## src/sv/psfc_pkg.sv

```systemverilog
// shared types, format codes and register addresses for the pcm sample format converter
package psfc_pkg;

   typedef enum logic [2:0] {
      FMT_S8  = 3'd0,
      FMT_U8  = 3'd1,
      FMT_S16 = 3'd2,
      FMT_U16 = 3'd3,
      FMT_S24 = 3'd4,
      FMT_F32 = 3'd5
   } fmt_type;

   localparam logic [1:0] REG_SRC_FMT  = 2'd0;
   localparam logic [1:0] REG_SRC_SWAP = 2'd1;
   localparam logic [1:0] REG_DST_FMT  = 2'd2;
   localparam logic [1:0] REG_DST_SWAP = 2'd3;

   typedef struct packed {
      logic [2:0] sf;
      logic [2:0] df;
      logic       ds;
      logic       bad;
   } ctl_type;

endpackage

```

## src/sv/pcm_sample_format_converter.sv

```systemverilog
// pcm sample format converter: s8, u8, s16, u16, s24 and float32 sample re-encoding
//
// usage:
//   program the format registers over the apb port (byte address 4*i),
//   only while no beat is in flight. source and destination are sampled per beat.
//   input beats arrive on req_valid / req_sample_in, accepted when req_valid
//   is high and req_stall is low. results leave on rsp_valid with
//   rsp_sample_out and rsp_unsupported, taken when rsp_stall is low.
// pipeline and throughput:
//   four register stages: unpack, scale, round and clamp, pack. one beat is
//   taken every cycle while the output is not stalled.
// stall:
//   the whole pipeline holds while rsp_stall is high and the output stage is
//   full; bubbles inside the pipeline are squeezed out so nothing is lost.
// reset:
//   synchronous, active high. clears all valid bits and loads the format
//   registers with float32 source, native s16 destination, no swap.
module pcm_sample_format_converter
   import psfc_pkg::*;
(
   input  logic        clock,
   input  logic        reset,
   input  logic        req_valid,
   output logic        req_stall,
   input  logic [31:0] req_sample_in,
   output logic        rsp_valid,
   input  logic        rsp_stall,
   output logic [31:0] rsp_sample_out,
   output logic        rsp_unsupported,
   input  logic        psel,
   input  logic        penable,
   input  logic        pwrite,
   input  logic [3:0]  paddr,
   input  logic [31:0] pwdata,
   output logic [31:0] prdata,
   output logic        pready
);

   // configuration registers
   logic [2:0] src_fmt_ff, dst_fmt_ff;
   logic       src_swap_ff, dst_swap_ff;
   logic       wr_en;
   logic [1:0] reg_idx;

   assign pready  = 1'b1;
   assign reg_idx = paddr[3:2];
   assign wr_en   = psel & penable & pwrite;

   always_ff @(posedge clock) begin
      if (reset) begin
         src_fmt_ff  <= FMT_F32;
         src_swap_ff <= 1'b0;
         dst_fmt_ff  <= FMT_S16;
         dst_swap_ff <= 1'b0;
      end else if (wr_en) begin
         case (reg_idx)
            REG_SRC_FMT:  src_fmt_ff  <= pwdata[2:0];
            REG_SRC_SWAP: src_swap_ff <= pwdata[0];
            REG_DST_FMT:  dst_fmt_ff  <= pwdata[2:0];
            REG_DST_SWAP: dst_swap_ff <= pwdata[0];
            default: ;
         endcase
      end
   end

   always_comb begin
      prdata = 32'd0;
      if (paddr[1:0] == 2'b00) begin
         case (reg_idx)
            REG_SRC_FMT:  prdata = {29'd0, src_fmt_ff};
            REG_SRC_SWAP: prdata = {31'd0, src_swap_ff};
            REG_DST_FMT:  prdata = {29'd0, dst_fmt_ff};
            REG_DST_SWAP: prdata = {31'd0, dst_swap_ff};
            default:      prdata = 32'd0;
         endcase
      end
   end

   // pipeline control
   logic v1_ff, v2_ff, v3_ff, v4_ff;
   logic en1, en2, en3, en4;

   assign en4       = !v4_ff || !rsp_stall;
   assign en3       = !v3_ff || en4;
   assign en2       = !v2_ff || en3;
   assign en1       = !v1_ff || en2;
   assign req_stall = !en1;

   always_ff @(posedge clock) begin
      if (reset) begin
         v1_ff <= 1'b0;
         v2_ff <= 1'b0;
         v3_ff <= 1'b0;
         v4_ff <= 1'b0;
      end else begin
         if (en1) v1_ff <= req_valid;
         if (en2) v2_ff <= v1_ff;
         if (en3) v3_ff <= v2_ff;
         if (en4) v4_ff <= v3_ff;
      end
   end

   // stage 1: pair check and unpack
   logic    ss, ds, ok;
   logic [31:0] n_in;
   ctl_type c1_in, c1_ff, c2_ff, c3_ff;
   logic [31:0] n1_ff, n2_ff, n3_ff;

   assign ss = (src_fmt_ff >= FMT_S16 && src_fmt_ff <= FMT_S24) ? src_swap_ff : 1'b0;
   assign ds = (dst_fmt_ff >= FMT_S16 && dst_fmt_ff <= FMT_S24) ? dst_swap_ff : 1'b0;

   always_comb begin
      ok = 1'b0;
      case (src_fmt_ff)
         FMT_F32: ok = dst_fmt_ff <= FMT_S24;
         FMT_S24: ok = dst_fmt_ff == FMT_F32 || dst_fmt_ff == FMT_S16
                       || (dst_fmt_ff == FMT_S24 && ss != ds);
         FMT_S16: ok = dst_fmt_ff == FMT_F32 || dst_fmt_ff == FMT_S24
                       || dst_fmt_ff == FMT_S8 || dst_fmt_ff == FMT_U8
                       || (dst_fmt_ff == FMT_S16 && ss != ds)
                       || (dst_fmt_ff == FMT_U16 && !ds);
         FMT_U16: ok = dst_fmt_ff == FMT_F32 || dst_fmt_ff == FMT_S8
                       || dst_fmt_ff == FMT_U8
                       || (dst_fmt_ff == FMT_U16 && ss != ds)
                       || (dst_fmt_ff == FMT_S16 && !ds);
         FMT_S8:  ok = dst_fmt_ff == FMT_F32 || dst_fmt_ff == FMT_S16
                       || dst_fmt_ff == FMT_U16 || dst_fmt_ff == FMT_U8;
         FMT_U8:  ok = dst_fmt_ff == FMT_F32 || dst_fmt_ff == FMT_S16
                       || dst_fmt_ff == FMT_U16 || dst_fmt_ff == FMT_S8;
         default: ok = 1'b0;
      endcase
   end

   always_comb begin
      case (src_fmt_ff)
         FMT_S8, FMT_U8: n_in = {24'd0, req_sample_in[7:0]};
         FMT_S24: n_in = ss ? {8'd0, req_sample_in[7:0], req_sample_in[15:8],
                               req_sample_in[23:16]}
                            : {8'd0, req_sample_in[23:0]};
         FMT_F32: n_in = req_sample_in;
         default: n_in = ss ? {16'd0, req_sample_in[7:0], req_sample_in[15:8]}
                            : {16'd0, req_sample_in[15:0]};
      endcase
      c1_in.sf  = src_fmt_ff;
      c1_in.df  = dst_fmt_ff;
      c1_in.ds  = ds;
      c1_in.bad = !ok;
   end

   always_ff @(posedge clock) begin
      if (en1) begin
         n1_ff <= n_in;
         c1_ff <= c1_in;
      end
   end

   // stage 2: float decode to fixed point, or integer to signed value
   // fixed point: fx = value * 2^23 truncated toward zero, 24 bit magnitude;
   // half tracks bits below 2^-23 relative to full scale (for s16 and u16 rounding)
   logic [7:0]  e1;
   logic [23:0] m1;
   logic        is_nan, s1;
   logic        ge_one, lt_mone;
   logic [7:0]  sh;
   logic [47:0] wide;
   logic [23:0] mag_in;
   logic        stk_in;
   logic [31:0] iv_in;
   logic        sgn2_ff, ge2_ff, lt2_ff, stk2_ff;
   logic [23:0] mag2_ff;
   logic [31:0] iv2_ff;
   logic [15:0] half_in, half2_ff;

   assign e1      = n1_ff[30:23];
   assign is_nan  = (e1 == 8'hff) && (n1_ff[22:0] != 23'd0);
   assign s1      = n1_ff[31] & !is_nan;
   assign m1      = (e1 == 8'd0) ? {1'b0, n1_ff[22:0]} : {1'b1, n1_ff[22:0]};
   assign ge_one  = !is_nan && !n1_ff[31] && (e1 >= 8'd127);
   assign lt_mone = !is_nan && n1_ff[31] && (e1 > 8'd127 || (e1 == 8'd127 && n1_ff[22:0] != 0));

   // value*2^23 = m * 2^(e-127-23+23) = m >> (127-e); e=0 is denormal (scale as e=1)
   always_comb begin
      if (e1 >= 8'd127)      sh = 8'd0;
      else if (e1 == 8'd0)   sh = 8'd126;
      else                   sh = 8'd127 - e1;
      if (sh > 8'd47) begin
         wide = 48'd0;
         stk_in = (m1 != 24'd0);
      end else begin
         wide = {m1, 24'd0} >> sh[5:0];
         stk_in = 1'b0;
      end
      mag_in  = wide[47:24];
      half_in = wide[23:8];
      if (sh <= 8'd47) stk_in = (wide[7:0] != 8'd0) || (({m1, 24'd0} << (6'd48 - sh[5:0]))
                                != 48'd0 && sh > 8'd24);
      if (is_nan) begin
         mag_in = 24'd0;
         half_in = 16'd0;
         stk_in = 1'b0;
      end
      case (c1_ff.sf)
         FMT_S24: iv_in = {{8{n1_ff[23]}}, n1_ff[23:0]};
         FMT_S16: iv_in = {{16{n1_ff[15]}}, n1_ff[15:0]};
         FMT_U16: iv_in = {16'd0, n1_ff[15:0]} - 32'd32768;
         FMT_S8:  iv_in = {{24{n1_ff[7]}}, n1_ff[7:0]};
         default: iv_in = {24'd0, n1_ff[7:0]} - 32'd128;
      endcase
   end

   always_ff @(posedge clock) begin
      if (en2) begin
         c2_ff    <= c1_ff;
         sgn2_ff  <= s1 && (mag_in != 24'd0 || half_in != 16'd0 || stk_in);
         ge2_ff   <= ge_one;
         lt2_ff   <= lt_mone;
         mag2_ff  <= mag_in;
         half2_ff <= half_in;
         stk2_ff  <= stk_in;
         iv2_ff   <= iv_in;
      end
   end

   // stage 3: float to integer targets, integer to float encode
   logic [23:0] s24_r;
   logic [15:0] s16_r, u16_r;
   logic [31:0] flt_r, res3_in, res3_ff;
   logic [15:0] q16;
   logic        rb, st, rup;
   logic [16:0] m16;
   logic [31:0] av;
   logic [4:0]  lz;
   logic [31:0] nrm;
   logic [7:0]  ex_base;
   logic        u16_up, u16_nz, u16_near, u16_dn;

   always_comb begin
      // s24 truncates toward zero
      if (ge2_ff)       s24_r = 24'h7fffff;
      else if (lt2_ff)  s24_r = 24'h800000;
      else if (sgn2_ff) s24_r = 24'd0 - mag2_ff;
      else              s24_r = mag2_ff;
      // s16 rounds half to even on magnitude (float add is symmetric)
      q16 = mag2_ff[23:8];
      rb  = mag2_ff[7];
      st  = (mag2_ff[6:0] != 7'd0) || half2_ff != 16'd0 || stk2_ff;
      rup = rb && (st || q16[0]);
      m16 = {1'b0, q16} + {16'd0, rup};
      if (ge2_ff || (!sgn2_ff && m16 > 17'd32767)) s16_r = 16'h7fff;
      else if (lt2_ff || (sgn2_ff && m16 > 17'd32768)) s16_r = 16'h8000;
      else if (sgn2_ff) s16_r = 16'd0 - m16[15:0];
      else s16_r = m16[15:0];
      // u16: 32768 + f*32768 rounded to float32, then truncated
      // positive sum has a 2^-8 grid, so a fraction of 511/512 or more carries
      u16_up   = (mag2_ff[7:0] == 8'hff) && half2_ff[15];
      // negative sum below 32768 has a 2^-9 grid, so a fraction up to 2^-10 rounds back
      u16_nz   = (mag2_ff[7:0] != 8'd0) || half2_ff != 16'd0 || stk2_ff;
      u16_near = (mag2_ff[7:0] == 8'd0) && !half2_ff[15]
                 && !(half2_ff[14] && (half2_ff[13:0] != 14'd0 || stk2_ff));
      u16_dn   = u16_nz && !u16_near;
      if (ge2_ff) u16_r = 16'hffff;
      else if (lt2_ff) u16_r = 16'd0;
      else if (sgn2_ff) begin
         if (mag2_ff[23]) u16_r = 16'd0;
         else u16_r = 16'd32768 - mag2_ff[23:8] - {15'd0, u16_dn};
      end else begin
         if (mag2_ff[23:8] >= 16'd32767) u16_r = 16'hffff;
         else u16_r = 16'd32768 + mag2_ff[23:8] + {15'd0, u16_up};
      end
      // integer to float
      av = iv2_ff[31] ? (32'd0 - iv2_ff) : iv2_ff;
      lz = 5'd0;
      for (int i = 0; i < 25; i++) if (av[i]) lz = i[4:0];
      nrm = av << (5'd23 - lz);
      case (c2_ff.sf)
         FMT_S24: ex_base = 8'd104;
         FMT_S16, FMT_U16: ex_base = 8'd112;
         default: ex_base = 8'd120;
      endcase
      if (av == 32'd0) flt_r = 32'd0;
      else flt_r = {iv2_ff[31], ex_base + {3'd0, lz}, nrm[22:0]};
      res3_in = 32'd0;
      if (c2_ff.sf == FMT_F32) begin
         case (c2_ff.df)
            FMT_S24: res3_in = {8'd0, s24_r};
            FMT_S16: res3_in = {16'd0, s16_r};
            FMT_U16: res3_in = {16'd0, u16_r};
            FMT_S8:  res3_in = {24'd0, s16_r[15:8]};
            default: res3_in = {24'd0, u16_r[15:8]};
         endcase
      end else if (c2_ff.df == FMT_F32) res3_in = flt_r;
   end

   always_ff @(posedge clock) begin
      if (en3) begin
         c3_ff   <= c2_ff;
         res3_ff <= res3_in;
         n3_ff   <= n2_ff;
      end
   end

   // carry raw sample for integer to integer paths
   always_ff @(posedge clock) begin
      if (en2) n2_ff <= n1_ff;
   end

   // stage 4: integer remap and pack
   logic [31:0] r4;
   logic [31:0] out_in, out_ff;
   logic        uns_ff;

   always_comb begin
      r4 = res3_ff;
      if (c3_ff.sf != FMT_F32 && c3_ff.df != FMT_F32) begin
         case (c3_ff.sf)
            FMT_S24: r4 = (c3_ff.df == FMT_S16) ? (n3_ff >> 8) : n3_ff;
            FMT_S16: begin
               case (c3_ff.df)
                  FMT_S24: r4 = n3_ff << 8;
                  FMT_S8:  r4 = n3_ff >> 8;
                  FMT_U8:  r4 = (n3_ff >> 8) ^ 32'h80;
                  FMT_U16: r4 = n3_ff ^ 32'h8000;
                  default: r4 = n3_ff;
               endcase
            end
            FMT_U16: begin
               case (c3_ff.df)
                  FMT_S8:  r4 = (n3_ff >> 8) ^ 32'h80;
                  FMT_U8:  r4 = n3_ff >> 8;
                  FMT_S16: r4 = n3_ff ^ 32'h8000;
                  default: r4 = n3_ff;
               endcase
            end
            FMT_S8: begin
               case (c3_ff.df)
                  FMT_S16: r4 = n3_ff << 8;
                  FMT_U16: r4 = (n3_ff ^ 32'h80) << 8;
                  default: r4 = n3_ff ^ 32'h80;
               endcase
            end
            default: begin
               case (c3_ff.df)
                  FMT_S16: r4 = (n3_ff ^ 32'h80) << 8;
                  FMT_U16: r4 = n3_ff << 8;
                  default: r4 = n3_ff ^ 32'h80;
               endcase
            end
         endcase
      end
      case (c3_ff.df)
         FMT_S8, FMT_U8: out_in = {24'd0, r4[7:0]};
         FMT_S24: out_in = c3_ff.ds ? {8'd0, r4[7:0], r4[15:8], r4[23:16]}
                                    : {8'd0, r4[23:0]};
         FMT_F32: out_in = r4;
         default: out_in = c3_ff.ds ? {16'd0, r4[7:0], r4[15:8]} : {16'd0, r4[15:0]};
      endcase
      if (c3_ff.bad) out_in = 32'd0;
   end

   always_ff @(posedge clock) begin
      if (en4) begin
         out_ff <= out_in;
         uns_ff <= c3_ff.bad;
      end
   end

   assign rsp_valid       = v4_ff;
   assign rsp_sample_out  = out_ff;
   assign rsp_unsupported = uns_ff;

endmodule

```

## config.mk

```make
export PLATFORM = sky130hd
export DESIGN_NAME = pcm_sample_format_converter
export DESIGN_NICKNAME = d
export VERILOG_FILES = /design/src/sv/psfc_pkg.sv /design/src/sv/pcm_sample_format_converter.sv
export SDC_FILE = /design/constraint.sdc
export NUM_CORES = 1
export LEC_CHECK = 0
export BUFFER_PORTS_ARGS = -buffer_cell sky130_fd_sc_hd__buf_4
export CAP_MARGIN = 20
export CORE_MARGIN = 2
export CORE_UTILIZATION = 65
export DETAILED_ROUTE_END_ITERATION = 6
export PLACE_DENSITY = 0.91
export SYNTH_ARGS = -nofsm -noshare
export SYNTH_HDL_FRONTEND = slang
export SYNTH_SLANG_ARGS = --single-unit
```

## constraint.sdc

```tcl
create_clock -name clock -period 8.7 [get_ports clock]
set_input_delay 0.435 -clock clock [delete_from_list [all_inputs] [get_ports clock]]
set_output_delay 0.435 -clock clock [all_outputs]
set_load 0.01 [all_outputs]
```

==> metrics.cfg <==
[sta]
fmax_ghz=0.193
min_period_over_period_pct=59.5
fin_crit_ns=5.17
finalSetupTns_ns=0
setup_viol=0
worst_slew_pin_slew_ns=1.11
rsz0062_at_grt=no
maxSlewHeadroom_pct=25.2
worst_clock_skew_ns=0.0214
drv_slew=0
finalHoldViolCount=0

[floorplanning]
die-area_um2=31500
die-width_um=177
core_area_um2=29600
dieHeight_um=177
start_util_pct=66.0
rows=63
io_pins=143

[critical_path]
worst-path-buf-inv=2
slowest_delay_ns=0.67
crit_chain=inv_1 > ha_1 > or4b_2 > o41ai_1 > xnor2_1 > nor4b_1 > a211o_1 > a211oi_4 > buf_4 > mux2_2 > mux2i_2 > mux2i_1 > a221oi_2 > nand3_1
cp_top_family=compound AO/OA/AOI/OAI gates
endpoint_kind=flip-flop
start_kind=flip-flop
crit_type=flip-flop to flip-flop
path_max_fanout=33
required_ns=8.99
worstSetupPathDepth=14
critPathArrivalTime_ns=5.46
worst_path_max_delay_cell=or4b_2
worstRegToRegCells=14

[route]
viasPerCell=6.78
drt_iter0_markers=2440
drc=2
routed_wirelength_um=56600
vias=17600
dr.pass1.iters=7
wl_per_cell_um=21.8
drtAntennaViolNets=0

[final_layout]
num_antenna_cells=0
layout.nets=2318
fillCellCount=2307
drive_gt1_share_pct=8.96
mostFrequentLayoutCells=edfxtp_1, nand2_1, a21oi_1
layout_commonest_cell=edfxtp_1
layout.cells.non_filler=2600
syn_to_final_growth_pct=7.32

[pwr]
leakagePower_nw=8.17
ir_drop_uv=164
powerDensity_nw_per_um2=184

[synthesis]
postSynth.asyncResetShare_pct=0
syn_area_um2=19600
ys_ff_latch=256
synth-edff-count=244
ys_warn_count=0
synth_ff_type=edfxtp_1
synth_top_area_share_pct=37.5
avgSynthCellArea_um2=8.82
synthTopCellsByArea=edfxtp_1, mux2i_1, a21oi_1, o21ai_0, nand2_1
syn_inst=2217
yosysSeqAreaShare_pct=38.7
synth_top_area_cell=edfxtp_1
netlist-cell-type-count=93

[placement]
gp_congestion=0.995
hpwl_um=41800
place_inst=2554
port_buffers=83

[global_route]
overflow=0
busiest_layer=met2
grt_usage_pct=35.2
grt_max_degree=82
grt_pass1_vias=16000
use_met2_pct=55.6
antenna_found_initial=0
grt_first_pass_wirelength_um=87400
grt.met3_usage_pct=5.31
met1_usage_pct=49.4

[clock_tree]
cts_root_buf=clkbuf_16
cts.sinks=256
post_cts_resized=0
cts_buffers=25
cts_setup_buffers=0
clkSlewWorstSetupHoldPaths_ns=0.07
htreeDepth=1
holdBufCountCts=0
cts_buffer_depth=3
clk_latency_ns=0.55
cts_tree=built

[outcome]
run_status=finished, violations left
violations=design-rule violations

[worst_hold_path]
hp-class=primary input to flip-flop
hold_path_depth=2

[run]
maxCapViolCount=0

cells by family after synthesis:
kind of cell / after synthesis / share of synthesized area (%)
fa+ha+maj: 53 / 3.42
compound gates: 661 / 21.4
flops: 256 / 38.7
mux: 132 / 6.95
other cells: 2 / 0.0384
simple gates: 745 / 18.8
xor+xnor: 105 / 4.70
buf+inv: 263 / 5.96
report_power, final:
group	total, mW	leakage [nW]	internal, mW	switching (mW)
combinational	1.07	4.94	0.425	0.644
sequential	1.61	2.80	1.48	0.130
clock	1.18	0.428	0.710	0.468
per-layer routing:
layer / vias to the layer above / wire [um]
li1: 8148 / -
met1: 8263 / 23700
met2: 1068 / 25700
met3: 141 / 5110
met4: 0 / 2070
met5: - / 0
stage by stage:
step	worst slack, ns	instance area (um^2)	util (%)	power, mW	hold slack, ns
after global placement	3.77	20100	67.8	2.64	0.405
after detailed placement	3.66	20100	67.8	2.66	0.405
after floorplan	4.39	19700	-	2.34	0.400
after CTS	3.63	21000	70.8	3.83	0.0959
final	3.53	21000	70.8	3.85	0.103
after global routing	3.26	21000	70.8	4.01	0.0979
final timing paths:
| check | start | endpoint | slack [ns] |
|---|---|---|---|
| setup / recovery | iv2_ff[0]$_DFFE_PP_ | res3_ff[14]$_DFFE_PP_ | 3.53 |
| hold reg to reg | n2_ff[28]$_DFFE_PP_ | n3_ff[28]$_DFFE_PP_ | 0.41 |
| hold / removal | pwdata[1] | dst_fmt_ff[1]$_SDFFE_PP1P_ | 0.10 |
| setup reg to reg | iv2_ff[0]$_DFFE_PP_ | res3_ff[14]$_DFFE_PP_ | 3.53 |
sequential cells by signal, summed over array words and instances (netlist names), 3 cells and up:
signal / count
res3_ff: 31
src_fmt_ff: 3
n3_ff: 32
rsp_sample_out: 31
c2_ff: 8
iv2_ff: 24
half2_ff: 16
dst_fmt_ff: 3
n1_ff: 32
mag2_ff: 24
c1_ff: 8
n2_ff: 25
c3_ff: 8
synth_stat cells (all sizes together), types with 5 or more instances:
library cell / number
a22oi: 29
ha: 51
a211oi: 34
o21ai: 181
a211o: 5
o41ai: 6
a22o: 5
inv: 75
a222oi: 15
a21oi: 196
o21a: 7
nor2: 190
a21boi: 5
nor3b: 12
nand3: 42
dfxtp: 12
a311oi: 11
a31oi: 26
or4: 8
a221o: 5
edfxtp: 244
xor2: 20
nand2: 200
mux2i: 114
and2: 15
nor3: 57
and3: 36
xnor2: 85
nand3b: 6
nor4: 29
mux2: 17
o22ai: 16
a221oi: 14
or3: 12
or2: 11
clkbuf: 130
o211ai: 21
a21o: 21
nand4b: 5
nor2b: 42
nand2b: 40
buf: 57
nor4b: 5
o31ai: 16
nand4: 26
worst reg2reg max path: stages (launching register included):
cell      delay (ns)
edfxtp_1        0.53
inv_1           0.13
ha_1            0.28
or4b_2          0.68
o41ai_1         0.51
xnor2_1         0.26
nor4b_1         0.10
a211o_1         0.36
a211oi_4        0.20
buf_4           0.39
mux2_2          0.42
mux2i_2         0.34
mux2i_1         0.26
a221oi_2        0.34
nand3_1         0.11
area by class of cell:
cell class	instances	area, um^2	area share [%]
sequential	256	7570	36.1
tap	390	488	2.33
timing repair buffer	106	796	3.79
clock buffer	29	641	3.05
inverter	76	285	1.36
multi-input combinational	1726	11000	52.2
clock inverter	17	253	1.20
Note: power is estimated with default switching activity, not from simulation.
